$ cat config.mk
export PLATFORM = sky130hd
export DESIGN_NAME = imhq_ram
export DESIGN_NICKNAME = d
export VERILOG_FILES = /design/src/hw/rtl/imhq_ram.sv
export SDC_FILE = /design/constraint.sdc
export NUM_CORES = 2
export LEC_CHECK = 0
export BUFFER_PORTS_ARGS = -buffer_cell sky130_fd_sc_hd__buf_2
export CAP_MARGIN = 20
export CORE_AREA = 2 2 516 518
export DETAILED_ROUTE_END_ITERATION = 8
export DIE_AREA = 0 0 518 520
export GPL_TIMING_DRIVEN = 0
export PLACE_DENSITY = 0.46
export SYNTH_ARGS = -nofsm -noshare
export SYNTH_HDL_FRONTEND = slang
export SYNTH_SLANG_ARGS = --single-unit
$ cat constraint.sdc
create_clock -name clk -period 4.9 [get_ports clk]
set_input_delay 0.245 -clock clk [delete_from_list [all_inputs] [get_ports clk]]
set_output_delay 0.245 -clock clk [all_outputs]
set_load 0.01 [all_outputs]
$ cat src/hw/rtl/imhq_ram.sv
// ----------------------------------------------------------------------------
// imhq_ram
// Generic single-port synchronous RAM with a registered read.
// ----------------------------------------------------------------------------
module imhq_ram #(
	parameter int unsigned WIDTH = 32,
	parameter int unsigned DEPTH = 64
) (
	input  logic                     clk,
	input  logic                     we,
	input  logic [$clog2(DEPTH)-1:0] addr,
	input  logic [WIDTH-1:0]         wdata,
	output logic [WIDTH-1:0]         rdata
);

	logic [WIDTH-1:0] mem_q [DEPTH];

	always_ff @(posedge clk) begin
		if (we) begin
			mem_q[addr] <= wdata;
		end
		rdata <= mem_q[addr];
	end

endmodule

==> flow_results.xml <==
<?xml version="1.0" encoding="UTF-8"?>
<metrics>
  <group name="global_routing">
    <metric name="grt_max_degree" unit="">65</metric>
    <metric name="grt_pass1_vias" unit="">43300</metric>
    <metric name="grt.total_usage" unit="%">19.0</metric>
    <metric name="global_route_total_overflow" unit="">0</metric>
    <metric name="grt_antenna_before_repair" unit="">20</metric>
    <metric name="grt_pass1_wl" unit="mm">359</metric>
  </group>
  <group name="timing">
    <metric name="fmax" unit="MHz">207</metric>
    <metric name="finalSetupViolCount" unit="">0</metric>
    <metric name="max_slew.worst_pin.slew" unit="ns">1.25</metric>
    <metric name="timing.final.crit_share" unit="%">98.5</metric>
    <metric name="fin_worst_skew" unit="ns">0.0413</metric>
    <metric name="report.final.slew_viol_count" unit="">0</metric>
    <metric name="worst_hold_slack" unit="ns">0.0152</metric>
    <metric name="final-hold-violation-count" unit="">0</metric>
    <metric name="slew_headroom" unit="%">16.5</metric>
    <metric name="period_minus_slack" unit="ns">4.83</metric>
    <metric name="setup_tns_final" unit="ns">0</metric>
    <metric name="rsz0062_at_grt" unit="">no</metric>
  </group>
  <group name="worst_setup_path">
    <metric name="cp.arrival" unit="ns">5.39</metric>
    <metric name="r2r_start" unit="">mem_q[23][12]$_DFFE_PP_</metric>
    <metric name="r2r_cells" unit="">5</metric>
    <metric name="ff2ff_setup_slack" unit="ns">1.85</metric>
    <metric name="kind_of_end_point_of_the_critical_path" unit="">flop</metric>
    <metric name="critical_path_peak_fanout" unit="">19</metric>
    <metric name="startpoint_type" unit="">input port</metric>
    <metric name="endpoint_of_the_worst_slack_reg_to_reg_timing_path" unit="">rdata[12]$_DFF_P_</metric>
    <metric name="crit_required" unit="ns">5.47</metric>
    <metric name="classification_of_the_worst_setup_path" unit="">input port to flop</metric>
    <metric name="crit_start" unit="">addr[2]</metric>
  </group>
  <group name="synth">
    <metric name="most_numerous_cell_in_the_yosys_netlist" unit="">edfxtp_1</metric>
    <metric name="postSynthNetCount" unit="">4279</metric>
    <metric name="synth.ff_latch_count" unit="">2080</metric>
    <metric name="number_of_enable_type_register_cells_in_the_synthesized_netlist" unit="">2048</metric>
    <metric name="dominantRegCellSynth" unit="">edfxtp_1</metric>
    <metric name="synthArstFlopShare" unit="%">0</metric>
    <metric name="yosysTopAreaCellShare" unit="%">77.9</metric>
    <metric name="seq_area_frac_synth" unit="%">78.7</metric>
    <metric name="synth.avg_cell_area" unit="um2">18.6</metric>
    <metric name="mapped_cells" unit="">4239</metric>
    <metric name="ys_warn_count" unit="">0</metric>
    <metric name="ys_top_cells_by_area" unit="">edfxtp_1, mux2i_1, mux4_2</metric>
    <metric name="syn-cell-area" unit="mm2">0.0789</metric>
    <metric name="synth_area_leader_cell" unit="">edfxtp_1</metric>
    <metric name="synth_cell_types" unit="">56</metric>
    <metric name="synth.top_cells.by_count" unit="">edfxtp_1, mux2i_1, a22oi_1</metric>
  </group>
  <group name="worst_hold_path">
    <metric name="hp-class" unit="">input port to flop</metric>
    <metric name="min_to" unit="">mem_q[1][24]$_DFFE_PP_</metric>
    <metric name="min_from" unit="">wdata[24]</metric>
    <metric name="hold_depth" unit="">1</metric>
  </group>
  <group name="route">
    <metric name="vias_per_cell" unit="">5.28</metric>
    <metric name="dr.pass1.iters" unit="">8</metric>
    <metric name="remaining_drc_errors" unit="">0</metric>
    <metric name="first_iter_violations" unit="">5185</metric>
    <metric name="antenna_violating_nets_post_route" unit="">0</metric>
    <metric name="wire_per_inst" unit="um">31.3</metric>
    <metric name="route.final.wire_length" unit="mm">262</metric>
    <metric name="via_count" unit="">44200</metric>
  </group>
  <group name="cts">
    <metric name="cts-resized-gates" unit="">0</metric>
    <metric name="tritoncts_num_sinks" unit="">2080</metric>
    <metric name="max-clock-path-buffers" unit="">3</metric>
    <metric name="clk_pin_slew_worst_paths" unit="ns">0.06</metric>
    <metric name="worst_skew_pair.late_latency" unit="ns">0.86</metric>
    <metric name="cts_bufs_inserted" unit="">214</metric>
    <metric name="cts-htree-levels" unit="">4</metric>
    <metric name="tritoncts" unit="">yes</metric>
    <metric name="cts_setup_buffers" unit="">0</metric>
    <metric name="clock_tree.root_cell" unit="">clkbuf_16</metric>
  </group>
  <group name="final_layout">
    <metric name="drive_above_1_share" unit="%">18.3</metric>
    <metric name="finalNetCount" unit="">4694</metric>
    <metric name="area_delta_synth_final" unit="%">18.0</metric>
  </group>
  <group name="place">
    <metric name="dp.final_hpwl" unit="mm">175</metric>
    <metric name="place_congestion" unit="">0.860</metric>
    <metric name="count_of_input_and_output_buffers" unit="">70</metric>
  </group>
  <group name="die">
    <metric name="floorplan.die_area" unit="mm2">0.269</metric>
    <metric name="initial_utilization" unit="%">29.9</metric>
    <metric name="floorplan.io_pins" unit="">72</metric>
    <metric name="floorplan.die.width" unit="um">518</metric>
    <metric name="coreArea" unit="mm2">0.264</metric>
    <metric name="fp.dieH" unit="um">520</metric>
    <metric name="num_rows" unit="">189</metric>
  </group>
  <group name="pwr">
    <metric name="peakVddDrop" unit="mV">0.335</metric>
    <metric name="cellLeakagePower" unit="nW">29.4</metric>
    <metric name="power_density" unit="mW/mm2">405</metric>
  </group>
  <group name="job">
    <metric name="timing.max_cap.violations" unit="">0</metric>
  </group>
  <group name="run_status">
    <metric name="run_status" unit="">finished clean</metric>
  </group>
</metrics>
==> per-layer routing <==
layer  up-vias  track usage [%]  routed length, um  share of wire (%)
li1      18500                -                  -                  -
met1     23600             26.8             115000                 44
met2      1750             30.1             122000                 46
met3       355             3.16              18100                6.9
met4         2             5.54               7660                2.9
met5         -                0                 11             0.0042
==> where the power goes <==
part	leakage, nW	internal, mW	switching (mW)
Clock	3.26	8.70	7.00
Sequential	18.7	19.7	0.0415
Combinational	7.44	0.643	1.65
Total	29.4	29.0	8.69
==> per-stage QoR <==
| step | utilization, % | instance area, um2 | worst slack (ns) | power [mW] | cells |
|---|---|---|---|---|---|
| 2_1_floorplan | - | 78900 | 1.42 | 21.1 | 4239 |
| 3_3_place_gp | 31.7 | 83700 | -2.68 | 22.3 | 7842 |
| 3_5_place_dp | 32.6 | 86100 | -0.642 | 22.4 | 7942 |
| 4_1_cts | 35.2 | 93000 | 0.280 | 38.0 | 8358 |
| 5_1_grt | 35.3 | 93200 | 0.158 | 38.8 | 8376 |
| 6_report | 35.3 | 93200 | 0.0733 | 37.7 | 8380 |
==> layout make-up <==
type,count,area (um2)
Timing Repair Buffer,199,2610
Sequential cell,2080,62100
Multi-Input combinational cell,1859,16000
Antenna cell,10,25.0
Fill cell,24900,171000
Clock inverter,114,835
Tap cell,3533,4420
Buffer,298,1320
Clock buffer,285,5820
Inverter,2,7.51
==> cell families after synthesis <==
logic type	count (synthesis)	share of synthesized area, %
and+or+nand+nor	424	2.81
AOI/OAI and AO/OA	933	8.66
buffers and inverters	300	1.68
muxes	502	8.12
DFF	2080	78.7
==> critical path, cell delays in order <==
cell and delay, ns:
buf_2 0.11, buf_2 0.35, buf_2 0.48, buf_2 0.40, buf_2 0.65, buf_2 0.58
buf_2 0.41, nand3_1 0.75, nor2_4 1.10, buf_16 0.24
==> cells in the final DEF, fill, tap and decap left out, types with 28 or more instances in the layout <==
cell type  Yosys  layout
a21oi_1      121     121
a221oi_1     175     175
a22o_1        66      66
a22oi_1      188     188
a31oi_1       43      43
and3_1        85      85
buf_1         33      33
buf_12         3      78
buf_2         83     149
clkbuf_1     168     225
clkbuf_16      0     219
clkinv_1       0      50
clkinv_2       0      39
dfxtp_1       32      32
edfxtp_1    2048    2048
mux2_2       147     147
mux2i_1      259     259
mux4_2        96      96
nand2_1       28      28
nand3_1       54      54
nor2_1       145      81
nor2_4         0      64
o21ai_0       84      84
o22a_1        70      70
o22ai_1       93      93
==> sequential cells by signal, indices dropped and copies added (netlist names) <==
| name | flops |
|---|---|
| mem_q | 2048 |
| rdata | 32 |
==> worst max path at each step <==
stage / depth (start not counted) / to
after floorplan: 8 / mem_q[15][0]$_DFFE_PP_
after global placement: 9 / mem_q[55][28]$_DFFE_PP_
after detailed placement: 10 / mem_q[5][22]$_DFFE_PP_
after CTS: 10 / mem_q[5][24]$_DFFE_PP_
after global routing: 10 / mem_q[5][24]$_DFFE_PP_
final: 10 / mem_q[5][20]$_DFFE_PP_
==> timing repair <==
item | 4_1_cts | 5_1_grt
setup endpoints to repair | 0 | 0
hold buffers | 17 | 4
endpoints found under the hold margin | 376 | 212
Note: power is estimated with default switching activity, not from simulation.
